**src/hw/rtl/npcs_pkg.sv**
```systemverilog
package npcs_pkg;

	localparam int unsigned PALETTE_ENTRIES_DEF = 256;
	localparam int unsigned INDEX_W = 8;
	localparam int unsigned CHAN_W = 8;
	localparam int unsigned DIST_W = 18;
	localparam logic [DIST_W-1:0] MAX_DIST = 18'd195075;

	localparam logic KIND_WRITE = 1'b0;
	localparam logic KIND_QUERY = 1'b1;

	typedef struct packed {
		logic               kind;
		logic [INDEX_W-1:0] entry_index;
		logic [CHAN_W-1:0]  red;
		logic [CHAN_W-1:0]  green;
		logic [CHAN_W-1:0]  blue;
	} in_item_t;

	typedef struct packed {
		logic [INDEX_W-1:0] best_index;
		logic [DIST_W-1:0]  best_distance;
	} out_item_t;

	// what moves from one cell to the next
	typedef struct packed {
		logic               valid;
		in_item_t           item;
		logic [INDEX_W-1:0] best_index;
		logic [DIST_W-1:0]  best_distance;
	} link_t;

endpackage

```
**src/hw/rtl/npcs_cell.sv**
```systemverilog
module npcs_cell import npcs_pkg::*; #(
	parameter int unsigned IDX = 0
) (
	input  logic  clk,
	input  logic  arst_n,
	input  logic  advance,
	input  link_t prev,
	output link_t next
);

	logic [CHAN_W-1:0] red_q, green_q, blue_q;
	logic              valid_q;
	in_item_t          item_q;
	logic [INDEX_W-1:0] best_index_q;
	logic [DIST_W-1:0]  best_distance_q;

	logic [CHAN_W-1:0]   diff_r, diff_g, diff_b;
	logic [2*CHAN_W-1:0] sq_r, sq_g, sq_b;
	logic [DIST_W-1:0]   dist_sum;
	logic                take;
	logic                wr_hit;

	always_comb begin
		diff_r = (red_q > prev.item.red) ? red_q - prev.item.red : prev.item.red - red_q;
		diff_g = (green_q > prev.item.green) ? green_q - prev.item.green
			: prev.item.green - green_q;
		diff_b = (blue_q > prev.item.blue) ? blue_q - prev.item.blue
			: prev.item.blue - blue_q;
		sq_r = {{CHAN_W{1'b0}}, diff_r} * {{CHAN_W{1'b0}}, diff_r};
		sq_g = {{CHAN_W{1'b0}}, diff_g} * {{CHAN_W{1'b0}}, diff_g};
		sq_b = {{CHAN_W{1'b0}}, diff_b} * {{CHAN_W{1'b0}}, diff_b};
		dist_sum = DIST_W'(sq_r) + DIST_W'(sq_g) + DIST_W'(sq_b);
		// first cell always takes its entry; later ones only on a strict win
		take = (IDX == 0) || (dist_sum < prev.best_distance);
		wr_hit = advance && prev.valid && (prev.item.kind == KIND_WRITE)
			&& (prev.item.entry_index == INDEX_W'(IDX));
	end

	always_ff @(posedge clk or negedge arst_n) begin
		if (!arst_n) begin
			red_q   <= '0;
			green_q <= '0;
			blue_q  <= '0;
			valid_q <= 1'b0;
		end else begin
			if (wr_hit) begin
				red_q   <= prev.item.red;
				green_q <= prev.item.green;
				blue_q  <= prev.item.blue;
			end
			if (advance) begin
				valid_q <= prev.valid;
			end
		end
	end

	always_ff @(posedge clk) begin
		if (advance) begin
			item_q <= prev.item;
			if (take) begin
				best_index_q    <= INDEX_W'(IDX);
				best_distance_q <= dist_sum;
			end else begin
				best_index_q    <= prev.best_index;
				best_distance_q <= prev.best_distance;
			end
		end
	end

	assign next.valid         = valid_q;
	assign next.item          = item_q;
	assign next.best_index    = best_index_q;
	assign next.best_distance = best_distance_q;

endmodule

```
**config.mk**
```make
export PLATFORM = sky130hd
export DESIGN_NAME = npcs_cell
export DESIGN_NICKNAME = d
export VERILOG_FILES = /design/src/hw/rtl/npcs_pkg.sv /design/src/hw/rtl/npcs_cell.sv
export SDC_FILE = /design/constraint.sdc
export NUM_CORES = 1
export LEC_CHECK = 0
export BUFFER_PORTS_ARGS = -buffer_cell sky130_fd_sc_hd__buf_4
export CAP_MARGIN = 40
export CORE_ASPECT_RATIO = 1.75
export CORE_MARGIN = 5
export CORE_UTILIZATION = 50
export CTS_CLUSTER_DIAMETER = 150
export DETAILED_ROUTE_END_ITERATION = 16
export GPL_TIMING_DRIVEN = 0
export HOLD_SLACK_MARGIN = 0.06
export PLACE_DENSITY_LB_ADDON = 0.2
export SETUP_SLACK_MARGIN = 0.3
export SLEW_MARGIN = 25
export SYNTH_ARGS = -nofsm -noshare
export SYNTH_HDL_FRONTEND = slang
export SYNTH_SLANG_ARGS = --single-unit
```
**constraint.sdc**
```tcl
create_clock -name clk -period 23.8 [get_ports clk]
set_clock_uncertainty 0.1 [all_clocks]
set_input_delay 1.19 -clock clk [delete_from_list [all_inputs] [get_ports clk]]
set_output_delay 1.19 -clock clk [all_outputs]
set_load 0.01 [all_outputs]
```
==> flow_summary_export.csv, run 1 <==
group,metric,value,unit
drt,routed_wl,21.3,mm
floorplan,ios,123,
sta,maxSlewViolCount,0,
floorplan,row_count,68,
floorplan,core_area,19700,um2
global_route,grt_overflow,0,
setup_path,crit_path_frequent_cell,"fa_1",
placed_design,port_buffers,88,
yosys,synth_compound_area_share,8.21,%
job,maxCapViolCount,0,
cells_and_area,layout-drive-gt1-share,13.5,%
sta,fin_crit,10130,ps
yosys,synthArstFlopShare,32.9,%
setup_path,cp_slowest_cell,"fa_1",
sta,final_hold_viol_count,0,
sta,slew_headroom,39.9,%
sta,worst_slack,13670,ps
floorplan,die_height,196,um
yosys,synth_xor_xnor_area_share,3.10,%
yosys,synth_area,9890,um2
placed_design,placed_area,10900,um2
clock_network,h-tree-depth,3,
floorplan,dieArea,22800,um2
clock_network,cts_made_buffers,9,
sta,setup_viol,0,
global_route,antenna_found_initial,0,
yosys,synthAdderAreaFrac,43.8,%
cells_and_area,diodes,0,
yosys,yosys.area_share.simple,9.99,%
drt,drtIter0Drc,247,
sta,fmax,98.8,MHz
clock_network,path_clk_slew,70,ps
setup_path,required,23790,ps
global_route,grt_max_degree,54,
global_route,grt_pass1_wl,36.1,mm
clock_network,cts_tree,"built",
drt,dr_total_vias,6954,
clock_network,cts.hold.buffers_added,0,
floorplan,die_w,116,um
global_route,grt_pass1_vias,7614,
placed_design,routabilityCongestion,0.874,
status,status,"finished, final reports clean",
setup_path,cp-end-kind,"flop",
yosys,syn_inst,1013,
yosys,synth_cell_types,59,
yosys,synth.avg_cell_area,9.76,um2
clock_network,clock-sinks,76,
yosys,synth_edf_count,51,
setup_path,worstPathMaxFanout,10,
hold_path,hold_class,"reg -> reg",
cells_and_area,syn2layout_area_growth,13.2,%
drt,vias_per_cell,5.06,
sta,rsz0062_at_grt,"false",
clock_network,cts_root_buffer,"clkbuf_16",
drt,wire_per_inst,15.5,um
cells_and_area,fin_nets,1449,
setup_path,cpPeakStageDelay,550,ps
sta,fin_crit_sh,42.5,%
sta,fin_setup_tns,0,ps
yosys,synth_top_family_by_area,"adder cells",
placed_design,dp_worst_setup_slack,13100,ps
yosys,synthMuxAreaShare,1.94,%
clock_network,ctsResizeCount,0,
drt,drt-pass1-iter-count,4,
cells_and_area,stdcell_area,11200,um2
setup_path,cp_data_arrival_time,10120,ps
drt,drc_errors,0,
floorplan,initial_core_util,50.3,%
yosys,synth-seq-area-share,21.8,%
cells_and_area,final_cell_mix,"inv_1, fa_1, ha_1",
drt,postRouteAntennaNets,0,
global_route,grt_usage,20.1,%
setup_path,critPathKind,"in -> reg",
setup_path,startpoint_type,"input pin",
yosys,ys_ff_latch,76,
cells_and_area,final_common_cell,"inv_1",
clock_network,clock_latency,350,ps
yosys,ys.flop_type,"edfxtp_1",
placed_design,hpwl,18.2,mm
yosys,ys_warn_count,0,
clock_network,cts_buffer_depth,2,
clock_network,cts_setup_buffers,0,
sta,worst_pin_slew,899,ps
## final timing paths
| check | from | slack [ps] | to | cells past startpoint |
|---|---|---|---|---|
| max | prev[42] | 13670 | best_distance_q[16] | 29 |
| min | blue_q[7] | 400 | blue_q[7] | 2 |
| max reg2reg | red_q[0] | 14250 | best_distance_q[16] | 27 |
| min reg2reg | blue_q[7] | 400 | blue_q[7] | 2 |
| max in group asynchronous | arst_n | 22660 | green_q[1] | 1 |
| min in group asynchronous | arst_n | 650 | red_q[2] | 1 |
## stage by stage
stage | cells | utilization, % | hold slack (ps)
floorplan | 1020 | - | 354
global placement | 1353 | 55.4 | 370
detailed placement | 1356 | 55.5 | 380
CTS | 1372 | 56.9 | 398
global route | 1373 | 57.0 | 450
finish | 1373 | 57.0 | 396
## registers in the layout (all words and copies together), names as in the netlist
signal,flops
blue_q,8
green_q,8
next,33
red_q,8
valid_q,1
best_distance_q,18
## cell usage after synthesis, types with 18 or more instances
master / count / area, um2
nor2_1: 81 / 304
nand2b_1: 19 / 119
ha_1: 124 / 1550
mux2i_1: 18 / 180
inv_1: 248 / 931
a21oi_1: 42 / 210
dfrtp_1: 25 / 626
o21ai_0: 41 / 205
nand2_1: 43 / 161
edfxtp_1: 51 / 1530
xnor2_1: 21 / 184
fa_1: 139 / 2780
## worst max-delay path, delay by kind of cell
kind	cells	cell delay, ps
AND/OR/NAND/NOR	4	700
adder cells (fa/ha/maj)	9	4310
multiplexers	1	270
XOR/XNOR	2	600
AO/OA/AOI/OAI	5	1750
buffers and inverters	8	1290
## cells by family after synthesis
logic type | count (synthesis)
flops | 76
other cells | 1
compound gates | 130
buf+inv | 281
mux | 19
fa+ha+maj | 263
simple gates | 208
xor+xnor | 35
## area by class of cell
class | count | area (um2)
Inverter | 249 | 935
Buffer | 32 | 163
Clock buffer | 9 | 225
Tap cell | 245 | 307
Fill cell | 1791 | 8460
Clock inverter | 7 | 57.6
Timing Repair Buffer | 92 | 683
Multi-Input combinational cell | 663 | 6670
Sequential cell | 76 | 2160
## routing by layer
metal | track usage [%] | up-vias | wire length (um)
met5 | 0 | - | 0
li1 | - | 3359 | -
met1 | 21.5 | 3447 | 7830
met3 | 2.35 | 36 | 672
met4 | 7.14 | 0 | 569
met2 | 39.0 | 112 | 12200
Power of run 1 is not shown: default switching activity piles up to over one toggle a cycle in this logic, so the estimate is an artifact.
==> run 2, diff against run 1 <==
==> constraint.sdc (replaced) <==
create_clock -name clk -period 9.1 [get_ports clk]
set_clock_uncertainty 0.1 [all_clocks]
set_input_delay 0.455 -clock clk [delete_from_list [all_inputs] [get_ports clk]]
set_output_delay 0.455 -clock clk [all_outputs]
set_load 0.01 [all_outputs]
==> run 2 against run 1 <==
Against the previous run: first-iteration DRC count fell by 16%; cell count grew 0.80%; worst hold slack got worse by 210 ps; non-clock buffer count grew 11; critical path depth rose by 2.
==> flow_summary_export.csv, run 2 (synthesized netlist as in run 1, its figures left out) <==
group,metric,value,unit
global_route,antenna_found_initial,0,
clock_network,clock_latency,350,ps
sta,fin_crit_sh,92.6,%
cells_and_area,syn2layout_area_growth,15.5,%
global_route,grt_overflow,0,
sta,worst_slack,670,ps
setup_path,startpoint_type,"flop",
setup_path,cp_data_arrival_time,8430,ps
setup_path,cp_slowest_cell,"fa_1",
cells_and_area,fin_nets,1460,
clock_network,clock-sinks,76,
status,status,"finished, final reports clean",
sta,fin_crit,8430,ps
clock_network,cts_root_buffer,"clkbuf_16",
setup_path,cp-startpoint,"blue_q[0]",
setup_path,required,9100,ps
global_route,grt_usage,20.2,%
sta,maxSlewViolCount,0,
drt,drt-pass1-iter-count,4,
cells_and_area,final_common_cell,"inv_1",
sta,fmax,119,MHz
global_route,grt_pass1_vias,7643,
drt,wire_per_inst,15.7,um
drt,dr_total_vias,7054,
floorplan,die_height,196,um
drt,vias_per_cell,5.10,
sta,setup_viol,0,
cells_and_area,diodes,0,
cells_and_area,fin_util,58.1,%
setup_path,cp-end-kind,"flop",
cells_and_area,multi_input_area,6790,um2
cells_and_area,largest_reg_flops,33,
floorplan,dieArea,22800,um2
hold_path,hold_class,"in -> reg",
setup_path,crit_path_frequent_cell,"fa_1",
sta,rsz0062_at_grt,"true",
floorplan,row_count,68,
clock_network,path_clk_slew,70,ps
drt,postRouteAntennaNets,0,
drt,routed_wl,21.8,mm
floorplan,initial_core_util,50.3,%
placed_design,routabilityCongestion,0.874,
sta,slew_headroom,47.9,%
cells_and_area,num-fill-cells,1769,
job,maxCapViolCount,0,
sta,worst_pin_slew,779,ps
setup_path,worstPathMaxFanout,6,
clock_network,cts_made_buffers,9,
sta,final_hold_viol_count,0,
cells_and_area,layout-drive-gt1-share,16.6,%
placed_design,port_buffers,88,
global_route,grt_pass1_wl,36.3,mm
placed_design,dp_worst_setup_slack,-868,ps
hold_path,holdCritStartpoint,"prev[58]",
floorplan,core_area,19700,um2
setup_path,crit_family,"adder cells",
floorplan,ios,123,
placed_design,hpwl,18.2,mm
floorplan,die_w,116,um
setup_path,reg2reg_from,"blue_q[0]",
drt,drtIter0Drc,207,
cells_and_area,final_cell_mix,"inv_1, fa_1, ha_1",
clock_network,cts_tree,"built",
clock_network,cts_buffer_depth,2,
setup_path,critPathKind,"reg -> reg",
setup_path,cpPeakStageDelay,550,ps
setup_path,critPathBufInv,8,
cells_and_area,ff_latch_area,2160,um2
drt,drc_errors,0,
clock_network,h-tree-depth,3,
global_route,grt_max_degree,54,
run 2: timing repair:
| item | CTS | global route |
|---|---|---|
| endpoints found under the hold margin | 25 | 0 |
| setup endpoints to repair | 7 | 6 |
| hold buffers | 1 | 0 |
| resized for setup | 15 | 28 |
| buffers inserted | 2 | 7 |
| pin swaps | 2 | 7 |
run 2: layout make-up:
type	count	share of cell area, %
plain buffers	32	1.60
clock inverters	7	0.504
inverters	249	8.18
repair buffers	103	6.75
multi-input cells	663	59.4
well taps	245	2.68
clock buffers	9	1.97
flip-flops and latches	76	18.9
run 2: metrics by stage:
| stage | hold WS [ps] | cell area, um2 | instances | TNS [ps] |
|---|---|---|---|---|
| after floorplan | 59.4 | 9920 | 1020 | 0 |
| after global placement | 309 | 10900 | 1353 | -2280 |
| after detailed placement | 303 | 10900 | 1356 | -2420 |
| after CTS | 182 | 11300 | 1375 | 0 |
| after global routing | 186 | 11400 | 1384 | 0 |
| final | 189 | 11400 | 1384 | 0 |
run 2: per-layer routing:
| layer | share of wire (%) | GRT usage, % | wire length (um) | vias to the layer above |
|---|---|---|---|---|
| met5 | 0 | 0 | 0 | - |
| met4 | 2.7 | 7.57 | 591 | 0 |
| met3 | 3.7 | 2.19 | 808 | 36 |
| met2 | 58 | 39.2 | 12500 | 143 |
| met1 | 36 | 21.6 | 7840 | 3500 |
| li1 | - | - | - | 3375 |
run 2: final timing paths:
kind	endpoint	slack [ps]	depth (start not counted)
max	best_distance_q[16]	670	31
min	next[58]	190	1
max reg2reg	best_distance_q[16]	670	31
min reg2reg	blue_q[7]	400	2
max in group asynchronous	green_q[1]	8150	2
min in group asynchronous	red_q[2]	460	2
Power of run 2 is left out for the same reason.
